`src/rcmf_pkg.sv`:
```
// ----------------------------------------------------------------------------
// rcmf_pkg: shared types, constants and arithmetic helpers
// Pixel, line-store entry and handshake payload types, config codes and the
// exact divide-by-five used for the rounded five-point mean.
// ----------------------------------------------------------------------------
`default_nettype none

package rcmf_pkg;

  localparam int unsigned DEF_MAX_WIDTH = 128;

  localparam int unsigned CH_W       = 8;
  localparam int unsigned FW_W       = 8;   // frame_width register
  localparam int unsigned FH_W       = 13;  // frame_height register
  localparam int unsigned ROW_W      = 12;  // row counters
  localparam int unsigned CFG_IDX_W  = 1;
  localparam int unsigned CFG_DATA_W = 13;

  localparam logic [FW_W-1:0] FRAME_WIDTH_RST  = 8'd128;
  localparam logic [FH_W-1:0] FRAME_HEIGHT_RST = 13'd4096;
  localparam int unsigned     WIDTH_MIN        = 3;
  localparam logic [FH_W-1:0] HEIGHT_MIN       = 13'd3;
  localparam logic [FH_W-1:0] HEIGHT_MAX       = 13'd4096;

  // Output queue
  localparam int unsigned OQ_DEPTH = 4;
  localparam int unsigned OQ_PTR_W = $clog2(OQ_DEPTH);
  localparam int unsigned OQ_CNT_W = $clog2(OQ_DEPTH + 1);

  // floor(x / 5) == (x * 1639) >> 13 for every x below 2730
  localparam int unsigned    SUM_W      = 11;
  localparam int unsigned    PROD_W     = 22;
  localparam logic [PROD_W-1:0] DIV5_MUL = 22'd1639;
  localparam int unsigned    DIV5_SHIFT = 13;

  typedef enum logic {
    CMD_PIXEL = 1'b0,
    CMD_FLUSH = 1'b1
  } cmd_e;

  typedef enum logic [CFG_IDX_W-1:0] {
    CFG_FRAME_WIDTH  = 1'b0,
    CFG_FRAME_HEIGHT = 1'b1
  } cfg_idx_e;

  // Source of the result pixel
  typedef enum logic [1:0] {
    SEL_CENTER = 2'd0,  // upper-store entry at the output column
    SEL_LOWER  = 2'd1,  // middle-store entry at the output column
    SEL_MEAN   = 2'd2   // five-point mean
  } sel_e;

  typedef struct packed {
    logic [CH_W-1:0] red;
    logic [CH_W-1:0] green;
    logic [CH_W-1:0] blue;
  } pixel_t;

  // One line-store entry holds the same column of both stored rows
  typedef struct packed {
    pixel_t upper;
    pixel_t middle;
  } line_t;

  typedef struct packed {
    logic            command;
    logic [CH_W-1:0] red_in;
    logic [CH_W-1:0] green_in;
    logic [CH_W-1:0] blue_in;
  } in_t;

  typedef struct packed {
    logic [CH_W-1:0] red_out;
    logic [CH_W-1:0] green_out;
    logic [CH_W-1:0] blue_out;
    logic            frame_end;
  } out_t;

  // Control handed from address stage to data stage
  typedef struct packed {
    logic   wr;       // pixel item: line-store write-back
    logic   emit;     // item produces a result
    sel_e   sel;
    logic   last;
    logic   fwd_a0;   // read hit on the previous item's write
    logic   fwd_a1;
    logic   fwd_b0;
    logic   fwd_b1;
    logic   self_a1;  // read hit on this item's own write
    logic   self_b0;
    logic   self_b1;
    pixel_t px;
  } s1_ctrl_t;

  function automatic logic [CH_W-1:0] div5(input logic [SUM_W-1:0] x);
    logic [PROD_W-1:0] p;
    p = PROD_W'(x) * DIV5_MUL;
    return p[DIV5_SHIFT +: CH_W];
  endfunction

  function automatic logic [CH_W-1:0] mean5(input logic [CH_W-1:0] c, input logic [CH_W-1:0] u,
                                            input logic [CH_W-1:0] d, input logic [CH_W-1:0] l,
                                            input logic [CH_W-1:0] r);
    logic [SUM_W-1:0] s;
    s = SUM_W'(c) + SUM_W'(u) + SUM_W'(d) + SUM_W'(l) + SUM_W'(r) + SUM_W'(2);
    return div5(s);
  endfunction

  function automatic pixel_t mean_pix(input pixel_t c, input pixel_t u, input pixel_t d,
                                      input pixel_t l, input pixel_t r);
    pixel_t m;
    m.red   = mean5(c.red,   u.red,   d.red,   l.red,   r.red);
    m.green = mean5(c.green, u.green, d.green, l.green, r.green);
    m.blue  = mean5(c.blue,  u.blue,  d.blue,  l.blue,  r.blue);
    return m;
  endfunction

endpackage

`default_nettype wire

```
`src/rcmf_out_queue.sv`:
```
// ----------------------------------------------------------------------------
// rcmf_out_queue: result queue
// Small register FIFO between the data stage and the output channel.
// ----------------------------------------------------------------------------
`default_nettype none

module rcmf_out_queue (
  input  logic                             clk_i,
  input  logic                             rst_ni,
  input  logic                             push_i,
  input  rcmf_pkg::out_t                   push_data_i,
  output logic                             out_valid_o,
  input  logic                             out_ready_i,
  output rcmf_pkg::out_t                   out_data_o,
  output logic [rcmf_pkg::OQ_CNT_W-1:0]    count_o
);
  import rcmf_pkg::*;

  out_t                slot_q [OQ_DEPTH];
  logic [OQ_PTR_W-1:0] wptr_q, wptr_d, rptr_q, rptr_d;
  logic [OQ_CNT_W-1:0] cnt_q, cnt_d;
  logic                pop;

  assign pop = out_valid_o && out_ready_i;

  always_comb begin
    wptr_d = push_i ? wptr_q + OQ_PTR_W'(1) : wptr_q;
    rptr_d = pop ? rptr_q + OQ_PTR_W'(1) : rptr_q;
    cnt_d  = cnt_q + OQ_CNT_W'(push_i) - OQ_CNT_W'(pop);
  end

  always_ff @(posedge clk_i or negedge rst_ni) begin
    if (!rst_ni) begin
      wptr_q <= '0;
      rptr_q <= '0;
      cnt_q  <= '0;
    end else begin
      wptr_q <= wptr_d;
      rptr_q <= rptr_d;
      cnt_q  <= cnt_d;
    end
  end

  always_ff @(posedge clk_i) begin
    if (push_i) begin
      slot_q[wptr_q] <= push_data_i;
    end
  end

  assign out_valid_o = cnt_q != '0;
  assign out_data_o  = slot_q[rptr_q];
  assign count_o     = cnt_q;

endmodule

`default_nettype wire

```
`config.mk`:
```
export PLATFORM = sky130hd
export DESIGN_NAME = rcmf_out_queue
export DESIGN_NICKNAME = d
export VERILOG_FILES = /design/src/rcmf_pkg.sv /design/src/rcmf_out_queue.sv
export SDC_FILE = /design/constraint.sdc
export NUM_CORES = 1
export LEC_CHECK = 0
export BUFFER_PORTS_ARGS = -buffer_cell sky130_fd_sc_hd__buf_2
export CELL_PAD_IN_SITES_DETAIL_PLACEMENT = 1
export CELL_PAD_IN_SITES_GLOBAL_PLACEMENT = 1
export CORE_ASPECT_RATIO = 0.7
export CORE_MARGIN = 3
export CORE_UTILIZATION = 45
export DETAILED_ROUTE_END_ITERATION = 8
export PLACE_DENSITY_LB_ADDON = 0.1
export SYNTH_ARGS = -nofsm -noshare
export SYNTH_HDL_FRONTEND = slang
export SYNTH_SLANG_ARGS = --single-unit
```
`constraint.sdc`:
```
create_clock -name clk_i -period 2.7 [get_ports clk_i]
set_input_delay 0.135 -clock clk_i [delete_from_list [all_inputs] [get_ports clk_i]]
set_output_delay 0.135 -clock clk_i [all_outputs]
set_load 0.01 [all_outputs]
```
# Word level (Yosys, flattened, before mapping)
# Memory sizes are Yosys's and may differ from the RTL's.
# Cells that the tools add are included.
# word_totals
regBits,7
ram_bits,100
output_inout_bits,29
input_bits,29
n_memories,1
word_cells,12
# op_classes
n_reduce_logical,2
muxes,2
add_sub_neg,4
# memory_table
name,depth,word_bits,read_ports,rd_clocked_by_memory_dff,wr,line_no,rtl
slot_q,4,25,1,0,1,rcmf_out_queue.sv:19,out_t slot_q [OQ_DEPTH];
# ops
cell,n
$add 2x1->2 const B,2
$add 3x1->3,1
$reduce_bool 3->1,1
$sub 3x1->3,1
$mux 1,2
$logic_and 1x1->1,1

# Depth between registers and ports, before layout
# Gate-level depths: netlist of the first run.
# depth
word_depth,3
depth_mapped,7
ltp_nobuf,7

# Least setup slack after synthesis of the first run
# OpenSTA, ideal clock, no wires.
# synth_timing
kind,reg2reg
from,"reg cnt_q[1], in the netlist count_o[1]"
to,"reg cnt_q[2], in the netlist count_o[2]"
period_less_slack_ns,1.975
n_path_buf,0
arrival_ns,1.852
setup_slack_ns,0.725
path_stages_with_launch,8
setup_ns,0.123
required_ns,2.577
path_cell_list,dfrtp_1 -> o31a_1 -> ha_1 -> inv_1 -> ha_1 -> fa_1 -> xnor2_1 -> xnor2_1
# synth_between
elab_chain_len,3
elab_cells_between_ends,4
classes_between,add/sub: 2; reduce/logical: 2
# synth_lines
element,line_no,rtl
"start, declared",rcmf_out_queue.sv:21,"logic [OQ_CNT_W-1:0] cnt_q, cnt_d;"
"start signal, assigned",rcmf_out_queue.sv:40,cnt_q <= cnt_d;
$reduce_bool 3->1,rcmf_out_queue.sv:50,assign out_valid_o = cnt_q != '0;
$logic_and 1x1->1,rcmf_out_queue.sv:24,assign pop = out_valid_o && out_ready_i;
named net pop,rcmf_out_queue.sv:22,logic pop;
$sub 3x1->3,rcmf_out_queue.sv:29,cnt_d = cnt_q + OQ_CNT_W'(push_i) - OQ_CNT_W'(pop);
named net cnt_d[2],rcmf_out_queue.sv:21,
# The timed path passes the listed nets, and every way through them passes these cells.
# A chain may end at the register's enable or synchronous reset.

==> flow_metrics.py, run 1 <==
metrics = {
    "worst_setup_path": {
        "endpoint_kind": "output port",
        "crit_start": "rptr_q[0]",
        "worstPathRequired_ps": 2570,
        "r2r_cells": 7,
        "worstReg2RegStart": "count_o[1]",
        "rrSetupSlack_ps": 620,
        "worstSetupPathType": "reg2out",
        "crit_path_top_delay_cell": "mux4_1",
        "crit_end": "out_data_o[24]",
        "startpoint_type": "flop",
        "worstPathArrival_ps": 2030,
        "r2r_end": "count_o[2]",
        "path_cells": "buf_4 -> mux4_1 -> buf_2",
        "slowest_delay_ps": 610,
        "cp_max_fo": 20,
    },
    "floorplanning": {
        "die-height_um": 85.4,
        "dieArea_um2": 10200,
        "ios": 58,
        "num_rows": 28,
        "core_area_um2": 8620,
        "die_w_um": 119,
        "start_util_pct": 47.0,
    },
    "min_path": {
        "hold_class": "in2reg",
    },
    "layout": {
        "fill_cells": 788,
        "antenna_cells": 0,
        "layoutNonFillerInstCount": 359,
        "syn2layout_area_growth_pct": 18.0,
        "drive_gt1_share_pct": 40.6,
        "num-nets-final": 271,
    },
    "place": {
        "place_congestion": 0.623,
        "portBuffers": 57,
        "hpwl_mm": 4.65,
        "place_inst": 342,
    },
    "power_and_ir_drop": {
        "vdd_drop_max_mv": 0.522,
        "p_per_area_nw_per_um2": 1060,
        "p_leak_nw": 1.71,
    },
    "sta": {
        "skew_ps": 3.53,
        "worst_slew_pin_slew_ps": 598,
        "fmax_mhz": 463,
        "rsz0062_at_grt": "false",
        "period_share_pct": 80.0,
        "period_needed_ps": 2160,
        "setup_viol": 0,
        "drv_slew": 0,
        "relSlewSlack_pct": 60.1,
        "final.setup.tns_ps": 0,
        "hold_viol": 0,
    },
    "clock_network": {
        "worstSkewPairLatency_ps": 330,
        "root_buffer": "clkbuf_16",
        "clock_path_buffers": 2,
        "cts_buffers": 9,
        "htreeDepth": 3,
        "cts_tree": "yes",
        "clkTransAtPathRegs_ps": 70,
        "cts_sinks": 107,
    },
    "detailed_routing": {
        "dr_wl_met3_um": 406,
        "route.layer.met1.wl_mm": 2.97,
        "via_per_inst": 5.20,
        "wirelength_mm": 7.20,
        "drt_iter0_drc": 133,
        "drcViolationCount": 0,
        "drtAntennaViolNets": 0,
        "routedWlPerCell_um": 20.1,
        "top_layer": "met5",
        "dr.pass1.iters": 4,
        "routed-wl-met2_mm": 3.67,
        "num_vias": 1868,
    },
    "global_route": {
        "antenna_found_initial": 1,
        "grt_overflow_total": 0,
        "grt_pass1_wl_mm": 11.8,
        "gr-usage-all-layers_pct": 15.7,
        "grt_pass1_vias": 2114,
        "grt_max_degree": 26,
    },
    "yosys": {
        "seq_area_frac_synth_pct": 78.4,
        "synth_top_area_share_pct": 74.1,
        "yosys.area.top_type": "edfxtp_1",
        "yosys_warnings": 0,
        "synthTopCellsByArea": "edfxtp_1 74%, mux4_2 10%, mux4_1 4.5%",
        "synth-seq-cells": 107,
        "async_reset_ff_share_pct": 6.54,
        "syn_area_um2": 4050,
        "syn_avg_cell_area_um2": 24.6,
        "synth-edff-count": 100,
        "syn_inst": 165,
        "ys_dominant_reg_cell": "edfxtp_1",
        "synth_fp_nets": 201,
        "synthDistinctLibCells": 18,
    },
    "run_status": {
        "status": "finished, final reports clean",
    },
    "flow_run": {
        "maxCapViolCount": 0,
    },
}
-- how the worst min path moves through the flow --
stage | startpoint | end | slack, ps | cells after the start
after detailed placement | rst_ni | count_o[0] | -20 | 1
final | push_data_i[17] | slot_q[3][17] | 20 | 1
after global routing | push_data_i[24] | slot_q[1][24] | 4 | 1
after floorplan | rst_ni | count_o[0] | -160 | 0
after global placement | rst_ni | count_o[2] | -30 | 1
after CTS | push_data_i[17] | slot_q[1][17] | 1 | 1
-- sequential cells by signal, summed over array words and instances (netlist names) --
register / flops
slot_q: 100
count_o: 3
rptr_q: 2
wptr_q: 2
-- power by group --
group          total [mW]  switching [mW]  internal (mW)
combinational        1.49           0.768          0.724
sequential           2.35           0.168           2.19
clock                1.24           0.534          0.706
total                5.09            1.47           3.62
-- layer usage --
layer,vias up,track usage [%]
li1,825,-
met1,985,18.5
met2,43,26.8
met3,13,6.06
met4,2,5.20
met5,-,0
-- cell usage in the layout (no fill, tap or decap) --
master	instances
clkbuf_16	9
xor2_1	2
edfxtp_1	100
buf_2	57
nand2_1	1
dlygate4sd3_1	2
or3_1	1
xnor2_1	3
dfrtp_2	1
clkinvlp_4	1
o31a_1	1
mux4_1	7
buf_4	5
dfrtp_1	6
clkinv_2	4
o21ai_0	1
o311ai_0	1
fa_1	1
ha_1	6
and2_1	4
inv_1	6
mux4_2	18
buf_12	1
bufinv_16	1
-- metrics by stage --
stage               cell area, µm²  util, %  hold slack (ps)  worst slack (ps)  power [mW]
floorplan                     4050        -             -161               725        3.37
global placement              4480     52.0            -28.7               750        3.84
detailed placement            4480     52.0            -21.2               637        3.93
CTS                           4770     55.4             1.25               474        5.17
global route                  4780     55.5             4.31               377        5.39
finish                        4780     55.5             16.3               539        5.09
-- cells by family after synthesis --
logic type                 after synthesis  share of synthesized area (%)
DFF                                    107                           78.4
muxes                                   25                           14.5
buffers and inverters                   12                           2.19
adders and majority gates                7                           2.35
and+or+nand+nor                          6                          0.864
xor gates and xnor gates                 5                           1.08
AOI/OAI and AO/OA                        3                          0.556
-- worst max-delay path: cells and delay by family (launching register included) --
family   cells  cell delay, ps
flops        1             500
mux          1             610
buf+inv      2             580
-- repair_timing --
item | 4_1_cts | 5_1_grt
hold buffers | 1 | 1
buffers inserted | 0 | 0
gates resized for setup | 0 | 0
endpoints found under the hold margin | 7 | 4
-- cell type report --
class	count	area [µm²]	share of cell area, %
sequential	107	3180	66.5
tap	120	150	3.14
timing repair buffer	65	363	7.59
multi-input combinational	46	786	16.4
clock buffer	9	225	4.71
inverter	6	22.5	0.471
clock inverter	6	57.6	1.20
-- synthesized netlist by cell type, drive strengths merged (2+ instances only) --
master  count
ha          6
buf         6
dfrtp       7
xnor2       3
inv         6
xor2        2
mux4       25
and2        4
edfxtp    100
(Power assumes the default switching activity.)
==> run 2: changes to the inputs <==
--- a/config.mk
+++ b/config.mk
@@ -5,6 +5,7 @@
 export SDC_FILE = /design/constraint.sdc
 export NUM_CORES = 1
 export LEC_CHECK = 0
+export ABC_AREA = 1
 export BUFFER_PORTS_ARGS = -buffer_cell sky130_fd_sc_hd__buf_2
 export CELL_PAD_IN_SITES_DETAIL_PLACEMENT = 1
 export CELL_PAD_IN_SITES_GLOBAL_PLACEMENT = 1
==> constraint.sdc (replaced) <==
create_clock -name clk_i -period 2 [get_ports clk_i]
set_input_delay 0.1 -clock clk_i [delete_from_list [all_inputs] [get_ports clk_i]]
set_output_delay 0.1 -clock clk_i [all_outputs]
set_load 0.01 [all_outputs]
==> flow_metrics.py, run 2 <==
metrics = {
    "layout": {
        "layoutNonFillerInstCount": 593,
        "fill_cells": 968,
        "largest_reg_flops": 100,
        "final_cell_mix": "100 x edfxtp_1, 89 x nand2_1, 57 x buf_2",
        "largest_register": "slot_q",
        "syn2layout_area_growth_pct": 24.3,
        "final_common_cell": "edfxtp_1",
        "antenna_cells": 0,
        "num-nets-final": 500,
        "drive_gt1_share_pct": 20.9,
        "fin_util_pct": 58.6,
        "finalInstanceArea_um2": 5420,
    },
    "floorplanning": {
        "dieArea_um2": 10900,
        "ios": 58,
        "die_w_um": 124,
        "start_util_pct": 47.1,
        "die-height_um": 88.3,
        "core_area_um2": 9250,
        "num_rows": 29,
    },
    "flow_run": {
        "maxCapViolCount": 0,
    },
    "sta": {
        "skew_ps": 5.52,
        "period_share_pct": 99.1,
        "worst_slew_pin_slew_ps": 531,
        "hold-worst-slack_ps": 56.2,
        "relSlewSlack_pct": 64.5,
        "rsz0062_at_grt": "true",
        "timing.final.ws_setup_ps": 17.5,
        "setup_viol": 0,
        "fmax_mhz": 504,
        "hold_viol": 0,
        "period_needed_ps": 1980,
        "drv_slew": 0,
    },
    "detailed_routing": {
        "wirelength_mm": 9.45,
        "dr.pass1.iters": 4,
        "routedWlPerCell_um": 15.9,
        "via_per_inst": 4.82,
        "drcViolationCount": 0,
        "num_vias": 2859,
        "drtAntennaViolNets": 0,
        "drt_iter0_drc": 170,
    },
    "worst_setup_path": {
        "cp_max_fo": 4,
        "worstReg2RegStart": "count_o[0]",
        "r2r_end": "count_o[2]",
        "endpoint_kind": "flop",
        "worstPathArrival_ps": 2220,
        "worstSetupPathType": "reg2reg",
        "startpoint_type": "flop",
        "worstPathRequired_ps": 2240,
        "rrSetupSlack_ps": 20,
        "crit_end": "count_o[2]",
        "r2r_cells": 11,
        "crit_start": "count_o[0]",
    },
    "clock_network": {
        "cts_buffers": 9,
        "htreeDepth": 3,
        "cts_sinks": 107,
        "worstSkewPairLatency_ps": 350,
        "clock_path_buffers": 2,
        "root_buffer": "clkbuf_16",
        "cts_tree": "yes",
        "clkTransAtPathRegs_ps": 60,
    },
    "place": {
        "place_congestion": 0.696,
        "portBuffers": 57,
        "pre_cts_ws_ps": 4.20,
        "place_inst": 547,
        "hpwl_mm": 5.82,
        "placed_area_um2": 4810,
    },
    "run_status": {
        "status": "finished, final reports clean",
    },
    "yosys": {
        "syn_area_um2": 4360,
        "yosys.area.top_type": "edfxtp_1",
        "yosys_warnings": 0,
        "synth_top_area_share_pct": 68.9,
        "ys_dominant_reg_cell": "edfxtp_1",
        "synthTopCellsByArea": "edfxtp_1 69%, nand2_1 7.8%, nor2_1 4.4%",
        "seq_area_frac_synth_pct": 72.9,
        "synth_fp_nets": 405,
        "synthTopCellsByCount": "100 x edfxtp_1, 91 x nand2_1, 51 x nor2_1",
        "synthDistinctLibCells": 17,
        "async_reset_ff_share_pct": 6.54,
        "post-synth-top-count-cell": "edfxtp_1",
        "synth-edff-count": 100,
        "synth-seq-cells": 107,
        "syn_inst": 369,
        "syn_avg_cell_area_um2": 11.8,
    },
    "power_and_ir_drop": {
        "p_leak_nw": 2.28,
        "vdd_drop_max_mv": 0.817,
        "p_per_area_nw_per_um2": 1420,
    },
    "min_path": {
        "hp-start": "out_ready_i",
        "hold_class": "in2reg",
    },
    "global_route": {
        "grt_pass1_wl_mm": 15.2,
        "grt_max_degree": 46,
        "antenna_found_initial": 0,
        "gr-usage-all-layers_pct": 18.7,
        "grt_overflow_total": 0,
        "grt_pass1_vias": 2996,
    },
}
==> run 2: changes by cell type after synthesis, sizes merged <==
cell	change
xnor2	-2
mux4	-25
inv	+34
o311ai	-1
or3	-1
nand3	+2
nand2	+90
o21ai	+50
buf	+6
clkbuf	+5
nor2	+51
and2	-4
o31a	-1
==> run 2: cells by family after synthesis <==
logic type                 Yosys count  share of synthesized area [%]
and+or+nand+nor                    144                           12.5
xor gates and xnor gates             3                          0.603
AOI/OAI and AO/OA                   51                           5.86
DFF                                107                           72.9
buffers and inverters               57                           6.00
adders and majority gates            7                           2.18
==> run 2: critical path: stages, from the launching register on <==
cell,delay [ps]
dfrtp_1,400
nor2_1,130
nand2_2,100
nand2_2,90
inv_2,40
ha_4,260
inv_2,40
ha_4,150
fa_2,380
xor2_1,170
nand2_1,60
nand2_1,40
==> run 2: power breakdown <==
part,total [mW],switching (mW),internal (mW)
Clock,1.74,0.737,1.00
Sequential,3.09,0.139,2.95
Combinational,2.89,1.85,1.04
Total,7.72,2.73,4.99
==> run 2: what timing repair did <==
item	4_1_cts	5_1_grt
setup buffers	1	3
hold buffers	26	0
resized for setup	0	6
endpoints found under the hold margin	107	0
setup endpoints to repair	1	1
pin swaps	0	6
==> run 2: how the worst min path moves through the flow <==
stage | cells after the start | end
after floorplan | 0 | count_o[0]
after global placement | 1 | wptr_q[1]
after detailed placement | 1 | wptr_q[1]
after CTS | 3 | rptr_q[0]
after global routing | 3 | rptr_q[0]
final | 3 | rptr_q[0]
==> run 2: through the flow <==
step	setup TNS (ps)	total power, mW
4_1_cts	0	7.73
2_1_floorplan	0	4.91
5_1_grt	-70.0	8.32
3_5_place_dp	0	5.91
6_report	0	7.72
3_3_place_gp	0	5.79
==> run 2: final cells by class <==
cell class              instances  area (µm²)  share of cell area, %
repair buffers                101         693                   12.8
well taps                     124         155                   2.86
clock buffers                  13         250                   4.62
flip-flops and latches        107        3180                   58.7
clock inverters                 3        40.0                  0.739
multi-input cells             205         952                   17.6
inverters                      40         150                   2.77
==> run 2: metal layers <==
layer  GRT usage, %  up-vias  share of wire [%]
li1               -     1406                  -
met1           24.2     1385                 46
met2           31.1       55                 49
met3           5.11       13                3.6
met4           6.03        0                1.5
met5              0        -                  0
==> run 3: changes to the inputs <==
--- a/config.mk
+++ b/config.mk
@@ -7,11 +7,11 @@
 export LEC_CHECK = 0
 export ABC_AREA = 1
 export BUFFER_PORTS_ARGS = -buffer_cell sky130_fd_sc_hd__buf_2
-export CELL_PAD_IN_SITES_DETAIL_PLACEMENT = 1
-export CELL_PAD_IN_SITES_GLOBAL_PLACEMENT = 1
+export CELL_PAD_IN_SITES_DETAIL_PLACEMENT = 2
+export CELL_PAD_IN_SITES_GLOBAL_PLACEMENT = 2
 export CORE_ASPECT_RATIO = 0.7
 export CORE_MARGIN = 3
-export CORE_UTILIZATION = 45
+export CORE_UTILIZATION = 38
 export DETAILED_ROUTE_END_ITERATION = 8
 export PLACE_DENSITY_LB_ADDON = 0.1
 export SYNTH_ARGS = -nofsm -noshare
==> flow_metrics.py, run 3 (synthesized netlist as in run 2, its figures left out) <==
metrics = {
    "run_status": {
        "status": "finished, final reports clean",
    },
    "flow_run": {
        "maxCapViolCount": 0,
    },
    "floorplanning": {
        "start_util_pct": 39.3,
        "die-height_um": 95.6,
        "die_w_um": 134,
        "core_area_um2": 11100,
        "dieArea_um2": 12800,
        "ios": 58,
        "num_rows": 32,
    },
    "layout": {
        "finalInstanceArea_um2": 5470,
        "multi_input_area_um2": 955,
        "seqCellArea_um2": 3180,
        "syn2layout_area_growth_pct": 25.5,
        "num-nets-final": 497,
        "largest_register": "slot_q",
        "final_cell_mix": "100 x edfxtp_1, 89 x nand2_1, 57 x buf_2",
        "antenna_cells": 0,
        "drive_gt1_share_pct": 21.0,
        "largest_reg_flops": 100,
        "fill_cells": 1116,
        "final_common_cell": "edfxtp_1",
    },
    "power_and_ir_drop": {
        "combPwrFrac_pct": 36.3,
        "vdd_drop_max_mv": 0.620,
        "switchingPower_mw": 2.85,
        "p_sw_share_pct": 35.9,
        "p_leak_nw": 2.27,
        "pwr-share-clk_pct": 23.6,
        "p_per_area_nw_per_um2": 1450,
        "intPower_mw": 5.08,
        "power_frac_seq_pct": 40.1,
    },
    "worst_setup_path": {
        "worstSetupPathType": "reg2reg",
        "worstReg2RegStart": "count_o[0]",
        "cp_max_fo": 4,
        "worstPathRequired_ps": 2240,
        "worstPathArrival_ps": 2180,
        "startpoint_type": "flop",
        "r2r_end": "count_o[2]",
        "rrSetupSlack_ps": 60,
        "endpoint_kind": "flop",
        "r2r_cells": 11,
    },
    "detailed_routing": {
        "dr.pass1.iters": 4,
        "routedWlPerCell_um": 17.3,
        "drt_iter0_drc": 132,
        "via_per_inst": 4.72,
        "route.layer.met1.wl_mm": 4.64,
        "num_vias": 2924,
        "routed-wl-met2_mm": 5.67,
        "drtAntennaViolNets": 0,
        "drcViolationCount": 0,
        "top_layer": "met4",
        "wirelength_mm": 10.7,
        "dr_wl_met3_um": 303,
    },
    "min_path": {
        "holdPathStages": 3,
        "hold_class": "in2reg",
        "hp-start": "out_ready_i",
        "holdPathEnd": "rptr_q[0]",
    },
    "global_route": {
        "grt_max_degree": 36,
        "antenna_found_initial": 0,
        "grt_overflow_total": 0,
        "gr-usage-all-layers_pct": 17.8,
        "grt_pass1_vias": 3216,
        "grt_pass1_wl_mm": 17.0,
    },
    "sta": {
        "final.setup.tns_ps": 0,
        "hold_viol": 0,
        "rsz0062_at_grt": "true",
        "hold-worst-slack_ps": 62.1,
        "period_share_pct": 97.2,
        "relSlewSlack_pct": 74.9,
        "timing.final.ws_setup_ps": 55.7,
        "period_needed_ps": 1940,
        "worst_slew_pin_slew_ps": 377,
        "fmax_mhz": 514,
        "skew_ps": 5.42,
        "drv_slew": 0,
        "setup_viol": 0,
    },
    "place": {
        "place_congestion": 0.677,
        "placed_area_um2": 4830,
        "hpwl_mm": 6.82,
        "portBuffers": 57,
        "pre_cts_ws_ps": -33.2,
    },
    "clock_network": {
        "cts_buffers": 9,
        "htreeDepth": 3,
        "cts_sinks": 107,
        "clkTransAtPathRegs_ps": 70,
        "cts_tree": "yes",
        "worstSkewPairLatency_ps": 340,
        "clock_path_buffers": 2,
        "root_buffer": "clkbuf_16",
    },
}
[run 3: critical path: stages (launching register included)]
cell and delay, ps:
dfrtp_1 400, nor2_2 120, nand2_2 100, nand2_2 90, inv_2 50, ha_4 250, inv_2 40, ha_4 150
fa_2 380, xor2_1 160, nand2_1 60, nand2_1 50
[run 3: per-layer routing]
layer  vias to the layer above  global-route usage [%]
met3                        10                    3.96
met4                         0                    4.58
li1                       1400                       -
met1                      1467                    20.8
met2                        47                    33.4
met5                         -                       0
[run 3: what timing repair did]
item / in CTS / in global routing
setup buffers: 1 / 2
pin swaps: 0 / 3
hold buffers: 26 / 0
gates resized for setup: 3 / 9
endpoints found under the setup margin: 12 / 4
endpoints found under the hold margin: 107 / 0
[run 3: layout make-up]
class / instances / share of cell area (%)
Multi-Input combinational cell: 205 / 17.5
Clock inverter: 5 / 1.42
Timing Repair Buffer: 98 / 12.4
Tap cell: 153 / 3.50
Sequential cell: 107 / 58.2
Inverter: 40 / 2.79
Clock buffer: 11 / 4.25
[run 3: worst max path at each step]
stage                           from         end  cells after the start
after global routing      count_o[0]  count_o[2]                     11
after detailed placement  count_o[1]  count_o[2]                     11
after CTS                 count_o[1]  count_o[2]                     11
final                     count_o[0]  count_o[2]                     11
after global placement    count_o[1]  count_o[2]                     11
after floorplan           count_o[1]  count_o[2]                     11
[run 3: metrics by stage]
| step | power (mW) | cells | utilization, % |
|---|---|---|---|
| floorplan | 4.91 | 369 | - |
| global placement | 5.81 | 574 | 43.6 |
| detailed placement | 5.98 | 574 | 43.6 |
| CTS | 7.96 | 617 | 48.9 |
| global route | 8.52 | 619 | 49.3 |
| finish | 7.93 | 619 | 49.3 |
[run 3: power groups by stage]
stage          Sequential (mW)  Clock, mW  Combinational [mW]
2_1_floorplan             3.12          0                1.79
3_3_place_gp              3.18          0                2.63
3_5_place_dp              3.22          0                2.76
4_1_cts                   3.18       1.92                2.86
5_1_grt                   3.23       2.01                3.28
6_report                  3.18       1.87                2.88
